**src/rtl/core/l0exp_pkg.sv**
```systemverilog
`timescale 1ns / 1ps
// package: types, constants and codes of the level-0 record expander
package l0exp_pkg;

  localparam int unsigned MAX_RECORD_LENGTH = 13864;

  localparam logic [13:0] MIN_LEN     = 14'd13735;
  localparam logic [13:0] MAX_LEN     = 14'(MAX_RECORD_LENGTH);
  localparam logic [13:0] ID_START    = 14'd5;
  localparam logic [13:0] TT_START    = 14'd10;
  localparam logic [13:0] SOH_START   = 14'd15;
  localparam logic [13:0] BODY_START  = 14'd790;
  localparam logic [13:0] BODY_GROUPS = 14'd2589;
  localparam logic [13:0] BODY_END    = BODY_START + 14'd5 * BODY_GROUPS;
  localparam logic [30:0] CNT_MAX     = 31'h7FFF_FFFF;

  localparam logic [13:0] RESET_RECORD_LENGTH = 14'd13860;
  localparam logic [30:0] RESET_FIRST_RECORD  = 31'd1;

  localparam int unsigned CFG_IDX_W  = 2;
  localparam int unsigned CFG_DATA_W = 31;
  localparam logic [CFG_IDX_W-1:0] CFG_RECORD_LENGTH = 2'd0;
  localparam logic [CFG_IDX_W-1:0] CFG_FIRST_RECORD  = 2'd1;

  localparam int unsigned FIFO_DEPTH = 4;
  localparam int unsigned FIFO_PTR_W = $clog2(FIFO_DEPTH);
  localparam int unsigned FIFO_CNT_W = $clog2(FIFO_DEPTH + 1);

  typedef enum logic [1:0] {
    CMD_ZERO3,
    CMD_COPY,
    CMD_GROUP
  } cmd_kind_e;

  typedef struct packed {
    cmd_kind_e   kind;
    logic [39:0] data;
    logic        first_two;
    logic        pad;
  } l0exp_cmd_t;

  typedef struct packed {
    logic       valid;
    l0exp_cmd_t cmd;
  } l0exp_push_t;

endpackage

```
**src/rtl/core/l0exp_if.sv**
```systemverilog
`timescale 1ns / 1ps
// channel interfaces: input bytes, output bytes and register writes
interface l0exp_in_if;
  logic       valid;
  logic       ready;
  logic [7:0] in_byte;
  modport source (output valid, output in_byte, input ready);
  modport sink   (input valid, input in_byte, output ready);
endinterface

interface l0exp_out_if;
  logic       valid;
  logic       ready;
  logic [7:0] out_byte;
  logic       run_last;
  logic       record_end;
  modport source (output valid, output out_byte, output run_last, output record_end,
                  input ready);
  modport sink   (input valid, input out_byte, input run_last, input record_end,
                  output ready);
endinterface

interface l0exp_cfg_if;
  logic        valid;
  logic        ready;
  logic [1:0]  index;
  logic [30:0] data;
  modport source (output valid, output index, output data, input ready);
  modport sink   (input valid, input index, input data, output ready);
endinterface

```
**src/rtl/core/packed_10bit_frame_to_level0_expander.sv**
```systemverilog
`timescale 1ns / 1ps
// top level: packed 10-bit frame to level-0 record expander
// the first output byte of a request passes through the command queue and the output register
// throughput: one output byte per cycle from the back end while the output is ready;
//   requests are taken every cycle while the 4-entry command queue has room, and
//   the packed body gives 8 output bytes per 5 input bytes
// reset: asynchronous, active low; clears position, counters, queue and output
//   stage, and loads record_length 13860 and first_record 1
module packed_10bit_frame_to_level0_expander (
  input  logic       clk_i,
  input  logic       rst_ni,
  l0exp_in_if.sink   req_i,
  l0exp_cfg_if.sink  cfg_i,
  l0exp_out_if.source rsp_o
);
  import l0exp_pkg::*;

  l0exp_push_t push;
  l0exp_cmd_t  head;
  logic        full;
  logic        head_valid;
  logic        pop;

  l0exp_front u_front (
    .clk_i  (clk_i),
    .rst_ni (rst_ni),
    .req_i  (req_i),
    .cfg_i  (cfg_i),
    .full_i (full),
    .push_o (push)
  );

  l0exp_cmd_fifo u_fifo (
    .clk_i        (clk_i),
    .rst_ni       (rst_ni),
    .push_i       (push),
    .full_o       (full),
    .pop_i        (pop),
    .head_valid_o (head_valid),
    .head_o       (head)
  );

  l0exp_back u_back (
    .clk_i        (clk_i),
    .rst_ni       (rst_ni),
    .head_valid_i (head_valid),
    .head_i       (head),
    .pop_o        (pop),
    .rsp_o        (rsp_o)
  );

  a_push_not_full: assert property (@(posedge clk_i) disable iff (!rst_ni)
    push.valid |-> !full)
    else $error("command pushed into full queue");

  a_pop_has_head: assert property (@(posedge clk_i) disable iff (!rst_ni)
    pop |-> head_valid)
    else $error("command popped from empty queue");

  a_end_is_last: assert property (@(posedge clk_i) disable iff (!rst_ni)
    (rsp_o.valid && rsp_o.record_end) |-> rsp_o.run_last)
    else $error("record end not on last byte of request");

endmodule

```
**src/rtl/core/l0exp_front.sv**
```systemverilog
`timescale 1ns / 1ps
// front end: record position tracking, group assembly and command issue
module l0exp_front (
  input  logic                  clk_i,
  input  logic                  rst_ni,
  l0exp_in_if.sink              req_i,
  l0exp_cfg_if.sink             cfg_i,
  input  logic                  full_i,
  output l0exp_pkg::l0exp_push_t push_o
);
  import l0exp_pkg::*;

  logic [13:0] len_q, len_d;
  logic [30:0] first_q, first_d;
  logic [13:0] pos_q, pos_d;
  logic [30:0] rec_q, rec_d;
  logic [31:0] hold_q, hold_d;
  logic [2:0]  phase_q, phase_d;

  logic [13:0] len_eff;
  logic [2:0]  phase_eff;
  logic        accept;
  logic        active;
  logic        in_grp;
  logic        in_copy;
  logic [7:0]  b;
  logic [14:0] pos_inc;

  assign req_i.ready = !full_i;
  assign cfg_i.ready = 1'b1;
  assign accept      = req_i.valid && !full_i;
  assign b           = req_i.in_byte;
  assign pos_inc     = {1'b0, pos_q} + 15'd1;

  always_comb begin
    len_d   = len_q;
    first_d = first_q;
    if (cfg_i.valid) begin
      case (cfg_i.index)
        CFG_RECORD_LENGTH: len_d   = cfg_i.data[13:0];
        CFG_FIRST_RECORD:  first_d = cfg_i.data;
        default: ;
      endcase
    end
  end

  always_comb begin
    if (len_q < MIN_LEN) begin
      len_eff = MIN_LEN;
    end else if (len_q > MAX_LEN) begin
      len_eff = MAX_LEN;
    end else begin
      len_eff = len_q;
    end
  end

  always_comb begin
    rec_d = rec_q;
    if (pos_q == 14'd0 && rec_q != CNT_MAX) begin
      rec_d = rec_q + 31'd1;
    end
  end

  assign active  = rec_d >= first_q;
  assign in_grp  = (pos_q >= ID_START && pos_q < SOH_START) ||
                   (pos_q >= BODY_START && pos_q < BODY_END);
  assign in_copy = pos_q >= SOH_START && pos_q < BODY_START;
  assign phase_eff = (pos_q == ID_START || pos_q == TT_START || pos_q == BODY_START) ?
                     3'd0 : phase_q;

  always_comb begin
    hold_d              = hold_q;
    phase_d             = phase_q;
    push_o.valid        = 1'b0;
    push_o.cmd.kind     = CMD_COPY;
    push_o.cmd.data     = {32'd0, b};
    push_o.cmd.first_two = 1'b0;
    push_o.cmd.pad      = 1'b0;
    if (active) begin
      if (pos_q == 14'd0) begin
        push_o.valid    = accept;
        push_o.cmd.kind = CMD_ZERO3;
      end else if (in_grp) begin
        if (phase_eff < 3'd4) begin
          hold_d  = {hold_q[23:0], b};
          phase_d = phase_eff + 3'd1;
        end else begin
          push_o.valid         = accept;
          push_o.cmd.kind      = CMD_GROUP;
          push_o.cmd.data      = {hold_q, b};
          push_o.cmd.first_two = pos_q < TT_START;
          push_o.cmd.pad       = pos_q == BODY_END - 14'd1;
          phase_d              = 3'd0;
          hold_d               = 32'd0;
        end
      end else if (in_copy) begin
        push_o.valid = accept;
      end
    end
    // record wraps
    if (pos_inc >= {1'b0, len_eff}) begin
      pos_d   = 14'd0;
      phase_d = 3'd0;
      hold_d  = 32'd0;
    end else begin
      pos_d = pos_inc[13:0];
    end
  end

  always_ff @(posedge clk_i or negedge rst_ni) begin
    if (!rst_ni) begin
      len_q   <= RESET_RECORD_LENGTH;
      first_q <= RESET_FIRST_RECORD;
      pos_q   <= 14'd0;
      rec_q   <= 31'd0;
      hold_q  <= 32'd0;
      phase_q <= 3'd0;
    end else begin
      len_q   <= len_d;
      first_q <= first_d;
      if (accept) begin
        pos_q   <= pos_d;
        rec_q   <= rec_d;
        hold_q  <= hold_d;
        phase_q <= phase_d;
      end
    end
  end

endmodule

```
**src/rtl/core/l0exp_cmd_fifo.sv**
```systemverilog
`timescale 1ns / 1ps
// command queue between front end and byte emitter
module l0exp_cmd_fifo (
  input  logic                   clk_i,
  input  logic                   rst_ni,
  input  l0exp_pkg::l0exp_push_t push_i,
  output logic                   full_o,
  input  logic                   pop_i,
  output logic                   head_valid_o,
  output l0exp_pkg::l0exp_cmd_t  head_o
);
  import l0exp_pkg::*;

  l0exp_cmd_t             mem_q [FIFO_DEPTH];
  logic [FIFO_PTR_W-1:0]  wr_q, wr_d;
  logic [FIFO_PTR_W-1:0]  rd_q, rd_d;
  logic [FIFO_CNT_W-1:0]  cnt_q, cnt_d;
  logic                   do_push;
  logic                   do_pop;

  assign full_o       = cnt_q == FIFO_CNT_W'(FIFO_DEPTH);
  assign head_valid_o = cnt_q != '0;
  assign head_o       = mem_q[rd_q];
  assign do_push      = push_i.valid && !full_o;
  assign do_pop       = pop_i && head_valid_o;

  always_comb begin
    wr_d  = do_push ? wr_q + FIFO_PTR_W'(1) : wr_q;
    rd_d  = do_pop ? rd_q + FIFO_PTR_W'(1) : rd_q;
    cnt_d = cnt_q;
    if (do_push && !do_pop) begin
      cnt_d = cnt_q + FIFO_CNT_W'(1);
    end else if (do_pop && !do_push) begin
      cnt_d = cnt_q - FIFO_CNT_W'(1);
    end
  end

  always_ff @(posedge clk_i or negedge rst_ni) begin
    if (!rst_ni) begin
      wr_q  <= '0;
      rd_q  <= '0;
      cnt_q <= '0;
    end else begin
      wr_q  <= wr_d;
      rd_q  <= rd_d;
      cnt_q <= cnt_d;
    end
  end

  always_ff @(posedge clk_i) begin
    if (do_push) begin
      mem_q[wr_q] <= push_i.cmd;
    end
  end

endmodule

```
**src/rtl/core/l0exp_back.sv**
```systemverilog
`timescale 1ns / 1ps
// back end: expands one command into output bytes, one per cycle while the output is ready
module l0exp_back (
  input  logic                  clk_i,
  input  logic                  rst_ni,
  input  logic                  head_valid_i,
  input  l0exp_pkg::l0exp_cmd_t head_i,
  output logic                  pop_o,
  l0exp_out_if.source           rsp_o
);
  import l0exp_pkg::*;

  logic [3:0] idx_q, idx_d;
  logic       valid_q, valid_d;
  logic [7:0] byte_q;
  logic       last_q;
  logic       end_q;

  logic [3:0] nbytes;
  logic [3:0] word_bytes;
  logic [1:0] word_sel;
  logic [9:0] word;
  logic [7:0] byte_d;
  logic       last;
  logic       load;

  always_comb begin
    word_bytes = head_i.first_two ? 4'd4 : 4'd8;
    case (head_i.kind)
      CMD_ZERO3: nbytes = 4'd3;
      CMD_COPY:  nbytes = 4'd1;
      CMD_GROUP: nbytes = word_bytes + (head_i.pad ? 4'd2 : 4'd0);
      default:   nbytes = 4'd1;
    endcase
  end

  assign word_sel = (head_i.first_two ? 2'd2 : 2'd0) + idx_q[2:1];

  always_comb begin
    case (word_sel)
      2'd0:    word = head_i.data[39:30];
      2'd1:    word = head_i.data[29:20];
      2'd2:    word = head_i.data[19:10];
      default: word = head_i.data[9:0];
    endcase
  end

  always_comb begin
    case (head_i.kind)
      CMD_COPY: byte_d = head_i.data[7:0];
      CMD_GROUP: begin
        if (idx_q < word_bytes) begin
          byte_d = idx_q[0] ? word[7:0] : {6'd0, word[9:8]};
        end else begin
          byte_d = 8'd0;
        end
      end
      default: byte_d = 8'd0;
    endcase
  end

  assign last  = idx_q == nbytes - 4'd1;
  assign load  = head_valid_i && (!valid_q || rsp_o.ready);
  assign pop_o = load && last;

  always_comb begin
    idx_d   = idx_q;
    valid_d = valid_q;
    if (load) begin
      idx_d   = last ? 4'd0 : idx_q + 4'd1;
      valid_d = 1'b1;
    end else if (rsp_o.ready) begin
      valid_d = 1'b0;
    end
  end

  always_ff @(posedge clk_i or negedge rst_ni) begin
    if (!rst_ni) begin
      idx_q   <= 4'd0;
      valid_q <= 1'b0;
    end else begin
      idx_q   <= idx_d;
      valid_q <= valid_d;
    end
  end

  always_ff @(posedge clk_i) begin
    if (load) begin
      byte_q <= byte_d;
      last_q <= last;
      end_q  <= last && head_i.kind == CMD_GROUP && head_i.pad;
    end
  end

  assign rsp_o.valid      = valid_q;
  assign rsp_o.out_byte   = byte_q;
  assign rsp_o.run_last   = last_q;
  assign rsp_o.record_end = end_q;

endmodule

```
**src/flat_wrapper.sv**
```systemverilog
// flat-port wrapper written by rule: the top's interface ports become plain ports
module packed_10bit_frame_to_level0_expander_flat import l0exp_pkg::*;
  (clk_i, rst_ni, req_i_valid, req_i_in_byte, req_i_ready, cfg_i_valid, cfg_i_index, cfg_i_data, cfg_i_ready, rsp_o_valid, rsp_o_out_byte, rsp_o_run_last, rsp_o_record_end, rsp_o_ready);
  l0exp_in_if req_i_i ();
  l0exp_cfg_if cfg_i_i ();
  l0exp_out_if rsp_o_i ();
  input  logic clk_i;
  input  logic rst_ni;
  input wire logic [$bits(req_i_i.valid)-1:0] req_i_valid;
  input wire logic [$bits(req_i_i.in_byte)-1:0] req_i_in_byte;
  output wire logic [$bits(req_i_i.ready)-1:0] req_i_ready;
  input wire logic [$bits(cfg_i_i.valid)-1:0] cfg_i_valid;
  input wire logic [$bits(cfg_i_i.index)-1:0] cfg_i_index;
  input wire logic [$bits(cfg_i_i.data)-1:0] cfg_i_data;
  output wire logic [$bits(cfg_i_i.ready)-1:0] cfg_i_ready;
  output wire logic [$bits(rsp_o_i.valid)-1:0] rsp_o_valid;
  output wire logic [$bits(rsp_o_i.out_byte)-1:0] rsp_o_out_byte;
  output wire logic [$bits(rsp_o_i.run_last)-1:0] rsp_o_run_last;
  output wire logic [$bits(rsp_o_i.record_end)-1:0] rsp_o_record_end;
  input wire logic [$bits(rsp_o_i.ready)-1:0] rsp_o_ready;
  assign req_i_i.valid = req_i_valid;
  assign req_i_i.in_byte = req_i_in_byte;
  assign req_i_ready = req_i_i.ready;
  assign cfg_i_i.valid = cfg_i_valid;
  assign cfg_i_i.index = cfg_i_index;
  assign cfg_i_i.data = cfg_i_data;
  assign cfg_i_ready = cfg_i_i.ready;
  assign rsp_o_valid = rsp_o_i.valid;
  assign rsp_o_out_byte = rsp_o_i.out_byte;
  assign rsp_o_run_last = rsp_o_i.run_last;
  assign rsp_o_record_end = rsp_o_i.record_end;
  assign rsp_o_i.ready = rsp_o_ready;
  packed_10bit_frame_to_level0_expander u_core (.clk_i(clk_i), .rst_ni(rst_ni), .req_i(req_i_i), .cfg_i(cfg_i_i), .rsp_o(rsp_o_i));
endmodule
```
**config.mk**
```make
export PLATFORM = sky130hd
export DESIGN_NAME = packed_10bit_frame_to_level0_expander_flat
export DESIGN_NICKNAME = d
export VERILOG_FILES = /design/src/rtl/core/l0exp_pkg.sv /design/src/rtl/core/l0exp_if.sv /design/src/rtl/core/packed_10bit_frame_to_level0_expander.sv /design/src/rtl/core/l0exp_front.sv /design/src/rtl/core/l0exp_cmd_fifo.sv /design/src/rtl/core/l0exp_back.sv /design/src/flat_wrapper.sv
export SDC_FILE = /design/constraint.sdc
export NUM_CORES = 1
export LEC_CHECK = 0
export ABC_AREA = 1
export BUFFER_PORTS_ARGS = -buffer_cell sky130_fd_sc_hd__buf_4
export CORE_MARGIN = 5
export CORE_UTILIZATION = 30
export DETAILED_ROUTE_END_ITERATION = 6
export PLACE_DENSITY = 0.49
export SLEW_MARGIN = 20
export SYNTH_ARGS = -nofsm -noshare
export SYNTH_HDL_FRONTEND = slang
export SYNTH_SLANG_ARGS = --single-unit
export TNS_END_PERCENT = 10
```
**constraint.sdc**
```tcl
create_clock -name clk_i -period 5.4 [get_ports clk_i]
set_input_delay 0.27 -clock clk_i [delete_from_list [all_inputs] [get_ports clk_i]]
set_output_delay 0.27 -clock clk_i [all_outputs]
set_load 0.02 [all_outputs]
```
-- Yosys cells after proc, flatten, opt, wreduce, memory -nomap -nowiden
Memories as Yosys holds them, arrays and structs flattened.
Index checks and enable logic that the tools add are counted.
Widths: inputs -> output; s select.
- register bits after elaboration: 147
- RAM bits: 176
- input port bits: 46
- logic and storage cells: 122
- output and inout bits: 13
- memories: 1
- latch bits: 0
- memory bits (read-only): 0
- div/mod/pow operators: 0
- shift operators: 0
- multipliers: 0
- bitwise operators: 0
- magnitude comparators: 13
- muxes and demuxes: 37
- reductions and logical operators: 33
- add/subtract/negate cells: 11
- eq/ne operators: 13
- memory list (name ; depth ; width ; read ports ; clocked after Yosys merged registers in ; wr ports ; RTL line ; text):
    u_core.u_fifo.mem_q ; 4 ; 44 ; 1 ; 0 ; 1 ; l0exp_cmd_fifo.sv:14 ; l0exp_cmd_t mem_q [FIFO_DEPTH];
- operators with widths (kind ; number):
    $mux 32 ; 5
    $mux 45 ; 2
    $mux 44 ; 1
    $mux 14 ; 3
    $mux 42 ; 1
    $add 31x1->31 const B ; 1
    $ge 31x31->1 ; 1
    $mux 31 ; 1
    $ne 31x31->1 const B ; 1
    $pmux 10 s3 ; 1
    $lt 14x14->1 const B ; 2
    $lt 14x4->1 const B ; 2
    $mux 3 ; 9
    $mux 8 ; 2
    $pmux 8 s2 ; 1
    $add 14x1->15 const B ; 1
    $ge 15x14->1 ; 1
    $eq 14x10->1 const B ; 1
    $eq 14x14->1 const B ; 1
    $eq 14x3->1 const B ; 1
    $eq 14x4->1 const B ; 1
    $ge 14x10->1 const B ; 1
    $ge 14x3->1 const B ; 1
    $ge 14x4->1 const B ; 1
    other kinds (29) ; 65

-- Depth between registers and ports, before layout
- depth in word-level cells: 14
- depth in mapped cells: 31
- depth with buffers taken out: 30

-- By module
From an unflattened synthesis, not the netlist that was laid out.
- cells, all modules: 2014
- area total of the unflattened synthesis: 17423.0 um2
- by module, submodules not included (module ; area an instance (um2) ; seq. area each (um2) ; cells each ; instances):
    l0exp_front ; 8653.3 ; 3136.8 ; 1265 ; 1
    l0exp_cmd_fifo ; 7577.3 ; 5460.2 ; 573 ; 1
    l0exp_back ; 1192.4 ; 425.4 ; 176 ; 1

-- Worst setup path before layout
No wires, ideal clock.
- kind: register to register
- from: reg u_core.u_front.rec_q[0]
- to: mem u_core.u_fifo.mem_q[0][0] (netlist bit), enable pin
- setup time: 0.446 ns
- period minus slack after synthesis: 5.110 ns
- slack: 0.290 ns
- required time: 4.954 ns
- cell stages (with the launch flop): 23
- data arrival time: 4.664 ns
- buffers on the path: 1
- path through: dfrtp_1 > ha_1 > inv_1 > nor2_4 > nand2_2 > nor2_4 > nand2_2 > nand2_4 > inv_2 > buf_6 > or2_0 > a21boi_0 > ha_1 > nand2_1 > nor2_1 > nand2_1 > nor3_1 > nand2_1 > nand3_1 > nand2_1 > inv_1 > nand2_1 > nor2_1
- word-level cells in the longest chain between the ends: 8
- elaborated cells on any way between the ends: 9
- classes of those cells: 1 x add/sub; 1 x order compare; 1 x eq/ne; 4 x mux; 2 x reduce/logical
- RTL lines (item ; RTL line ; text):
    start: declaration ; l0exp_front.sv:16 ; logic [30:0] rec_q, rec_d;
    start signal: assignment ; l0exp_front.sv:123 ; rec_q <= rec_d;
    parallel branches: the longest is 2 deep, another holds $add 31x1->31 ; -- ;
    $mux 31 * ; l0exp_front.sv:59 ; if (pos_q == 14'd0 && rec_q != CNT_MAX) begin
    via u_core.u_front.rec_d[30] ; l0exp_front.sv:16 ;
    $ge 31x31->1 * ; l0exp_front.sv:64 ; assign active = rec_d >= first_q;
    $mux 45 * ; l0exp_front.sv:79 ; if (active) begin
    $logic_and 1x1->1 * ; l0exp_cmd_fifo.sv:24 ; assign do_push = push_i.valid && !full_o;
    $mux 1 * ; l0exp_cmd_fifo.sv:51 ; if (do_push) begin
    $mux 1 (implied by the code) * ; l0exp_cmd_fifo.sv:52 ; mem_q[wr_q] <= push_i.cmd;
    end: declaration ; l0exp_cmd_fifo.sv:14 ;
Mark *: on every way through the listed nets, which the timed path passes.

-- Final worst setup path
- from: reg u_core.u_front.pos_q[0]
- to: reg u_core.u_fifo.cnt_q[2]
- elaborated cells on any way between the ends: 32
- classes of those cells: 8 x order compare; 3 x eq/ne; 8 x mux; 13 x reduce/logical
- RTL lines (item ; RTL line ; text):
    start: declaration ; l0exp_front.sv:15 ; logic [13:0] pos_q, pos_d;
    start signal: assignment ; l0exp_front.sv:122 ; pos_q <= pos_d;
    $logic_not 14->1 * ; l0exp_front.sv:59 ;
    $logic_and 1x1->1 * ; l0exp_front.sv:59 ;
    $mux 31 * ; l0exp_front.sv:59 ;
    via u_core.u_front.rec_d[30] ; l0exp_front.sv:16 ;
    $ge 31x31->1 * ; l0exp_front.sv:64 ;
    $mux 45 * ; l0exp_front.sv:79 ;
    $logic_and 1x1->1 * ; l0exp_cmd_fifo.sv:24 ;
    via u_core.u_fifo.do_push ; l0exp_cmd_fifo.sv:18 ; logic do_push;
    $logic_not 1->1 ; l0exp_cmd_fifo.sv:33 ; end else if (do_pop && !do_push) begin
    $logic_and 1x1->1 ; l0exp_cmd_fifo.sv:33 ;
    $reduce_bool 2->1 (no line) ; -- ;
    end signal: assignment ; l0exp_cmd_fifo.sv:46 ; cnt_q <= cnt_d;
    end: declaration ; l0exp_cmd_fifo.sv:17 ; logic [FIFO_CNT_W-1:0] cnt_q, cnt_d;
Mark *: on every way through the listed nets, which the timed path passes. The rest lies on a longest branch.
A chain may end at the register's enable or synchronous reset.

==> impl_results.md <==
* Switching power share of the total at 42.90%
* Max clock buf depth at 3
* Cell with the most instances after synthesis: nand2_1
* Width of the die at 245.8 um
* Detailed Route WL at 43010 um
* Post-synthesis average cell area at 8.712 um^2
* Core region area at 55090 um^2
* Skew final at 17.35 ps
* Sequential cell fraction of total power at 33.8%
* Leakage power at 0.008298 uW
* Maximum number of pins on one net before global-route repair at 94
* Clock transition at path regs at 50 ps
* Final global-route overflow total at 0
* Half-perimeter wire length after detailed placement at 27900 um
* Top cell types by occurrence after synthesis: nand2_1 (450), nor2_1 (267), inv_1 (206)
* Core Rows at 86
* CTS buffer count at 37
* Internal power contribution at 5954 uW
* Post-synthesis instance total at 1914
* Number of unique standard cell types used by synthesis at 52
* Dominant register cell in the synthesized netlist: edfxtp_1
* Tightest Hold Check Type: in2reg
* Clock latency reported for the late side of the worst-skew pair at 560 ps
* Die extent in y at 245.8 um
* Logic pwr share at 43.5%
* Area share of the leading cell type in the synthesized netlist at 33.50%
* DR pass1 iterations at 5
* Run status: finished clean
* DRC Markers at 0
* Worst Slack Setup Final at 658.0 ps
* FMAX at 210.9 MHz
* Number of clock sinks seen by CTS at 323
* Antenna-violating nets left at 0
* Transition time of the tightest slew-check pin at 948.4 ps
* Final Hold Vio Count at 0
* Htree depth at 2
* Count of state elements after synthesis at 323
* Global-route wire length before repair at 68800 um
* # port buffers at 57
* Critical Setup Path Class: reg2reg
* Count of pins on the block boundary at 59
* Wire length per cell at 15.51 um
* PD cells at 536.0 nW/um^2
* Vias in the first global route at 12488
* Final max-slew violation count at 0
* Category of cells accounting for the largest share of critical-path delay: simple AND/OR/NAND/NOR gates
* Via Count at 12892
* Setup TNS at 0 ps
* Worst slack at placement at 430.8 ps
* CP bufs+invs at 6
* Cell type contributing the most total cell area after synthesis: edfxtp_1
* CP startpoint kind: register
* Initial Util at 30.27%
* Net total in the final layout at 2108
* Clock Root Buffer: clkbuf_16
* Number of synthesized flops with an enable pin at 186
* Worst ir drop on vdd at 0.0002292 V
* Area of the mapped netlist at 16670 um^2
* Max-cap violations at 0
* Critical path arrival at 5180 ps
* Placer congestion estimate at 0.8433
* Drt first-iter violations at 722
* Net switching power at 4473 uW
* Crit-path slowest cell: dfrtp_1
* Layout overhead on the synthesized area at 16.67%
* Final critical-path required period at 4742 ps
* Final number of setup-violating endpoints at 0
* Async SR Flop Fraction at 42.41%
* Data required time of the worst path at 5830 ps
* Part of the total power dissipated in the clock network at 22.7%
* Initial antenna violation count at 2
* Critical path fanouts, max at 32
* Most area-consuming cells after synthesis: edfxtp_1 (33%), dfrtp_1 (20%), nand2_1 (10%)
* Aggregate global-route resource usage at 14.03%
* Most frequent CP cell: nand2_1
* Layout cells sized above 1 at 8.494%
* Sequential area share after synthesis at 54.11%
* Relative slew margins at 36.77%
* Drt via density at 4.647
* Largest stage delay on the critical path at 440 ps
* CP endpoint kind: register
* Period utilisation layout at 87.82%
* Total of warnings raised by yosys at 0
* Setup repair after global routing missed its margin: false
* CTS tree: yes
* Floorplan die area at 60400 um^2
## timing repair
action / CTS / global route
hold buffers: 35 / 0
gates resized for setup: 0 / 2
buffers inserted: 0 / 0
endpoints found under the setup margin: 0 / 1
hold endpoints to repair: 146 / 0
## cells in the final DEF (no fill, tap or decap), drive strengths merged, types with 4 or more instances in the layout
cell	Yosys	final
o21a	4	4
dlygate4sd3	0	35
buf	33	78
nor3	27	27
xnor2	7	7
o211ai	4	4
clkinv	2	17
or2	6	6
a21oi	59	59
xor2	31	31
nand4	20	20
nand2	456	456
inv	216	217
dfrtp	130	130
o21ai	175	175
dfstp	7	7
ha	65	65
clkbuf	40	52
conb	2	5
nor2	271	271
a21boi	6	6
o22ai	29	29
edfxtp	186	186
nand3	112	112
nand3b	5	5
## power groups by stage
| stage | logic [uW] | clock network [uW] | registers [uW] |
|---|---|---|---|
| final | 4540 | 2370 | 3520 |
| after global routing | 5180 | 2550 | 3580 |
| after CTS | 4610 | 2450 | 3520 |
| after detailed placement | 4570 | 0 | 3560 |
| after global placement | 4520 | 0 | 3560 |
| after floorplan | 3260 | 0 | 3490 |
## per-stage QoR
stage               std cells  total power (uW)  hold WS, ps  utilization [%]  instance area [um^2]
global route             2773             11320        20.21            35.31                 19450
global placement         2670              8080        459.4            32.61                 17960
floorplan                1917              6750       -25.59                -                 16690
finish                   2774             10430        22.36            35.31                 19450
CTS                      2773             10580        2.058            35.30                 19450
detailed placement       2670              8134        462.6            32.61                 17960
## kinds of logic after synthesis
family | share of synthesized area [%]
AO/OA/AOI/OAI | 9.327
other | 0.04504
XOR/XNOR | 2.041
buffers and inverters | 6.873
AND/OR/NAND/NOR | 22.61
flip-flops | 54.11
adder cells (fa/ha/maj) | 4.997
## worst paths after layout
| check | start | end | slack [ps] | cells past startpoint |
|---|---|---|---|---|
| setup / recovery | u_core.u_front.pos_q[0] | u_core.u_fifo.cnt_q[2] | 660 | 26 |
| hold / removal | cfg_i_data[6] | u_core.u_front.first_q[6] | 20 | 3 |
| setup reg to reg | u_core.u_front.pos_q[0] | u_core.u_fifo.cnt_q[2] | 660 | 26 |
| hold reg to reg | u_core.u_front.hold_q[28] | u_core.u_front.hold_q[28] | 480 | 2 |
| max in group asynchronous | rst_ni | u_core.u_front.pos_q[5] | 3780 | 3 |
| min in group asynchronous | rst_ni | u_core.u_front.first_q[16] | 400 | 2 |
## sequential cells by signal, indices dropped and copies added (netlist names)
name	cells
u_core.u_fifo.mem_q	176
u_core.u_front.hold_q	32
u_core.u_front.first_q	31
u_core.u_front.rec_q	31
u_core.u_front.len_q	14
u_core.u_front.pos_q	14
u_core.u_back.rsp_o.out_byte	8
u_core.u_back.idx_q	4
u_core.u_fifo.cnt_q	3
u_core.u_front.phase_q	3
u_core.u_fifo.rd_q	2
u_core.u_fifo.wr_q	2
u_core.u_back.rsp_o.record_end	1
u_core.u_back.rsp_o.run_last	1
u_core.u_back.rsp_o.valid	1
## routing by layer
metal | track usage [%] | up-vias | wire (um)
li1 | - | 6469 | -
met1 | 19.75 | 6182 | 20590
met2 | 23.04 | 197 | 20190
met3 | 2.217 | 42 | 1614
met4 | 2.904 | 2 | 598
met5 | 0 | - | 13
## cell type report
cell class,instances,area [um^2]
fill,5751,35640
sequential,323,9024
multi-input combinational,1303,6548
clock buffer,52,1012
timing repair buffer,113,989.7
tap,748,935.9
inverter,218,820.8
clock inverter,16,122.6
antenna,1,2.502
## worst reg2reg max path: stages (launching register included)
cell and delay, ps:
dfrtp_1 440, inv_1 190, ha_1 180, nand3_1 90, nor3_2 380, nand2_4 200, inv_4 320, buf_4 220
or2_0 150, a21boi_0 240, ha_1 180, nand2_1 80, nor2_1 150, nand2_1 80, nor3_1 180, nand2_1 70
nand3_1 170, nand2_1 70, inv_1 90, nand2_1 70, inv_1 60, ha_1 130, inv_1 70, fa_1 390
a21oi_1 150, o21ai_0 120, xnor2_1 140
Power figures use the tool's default switching activity.
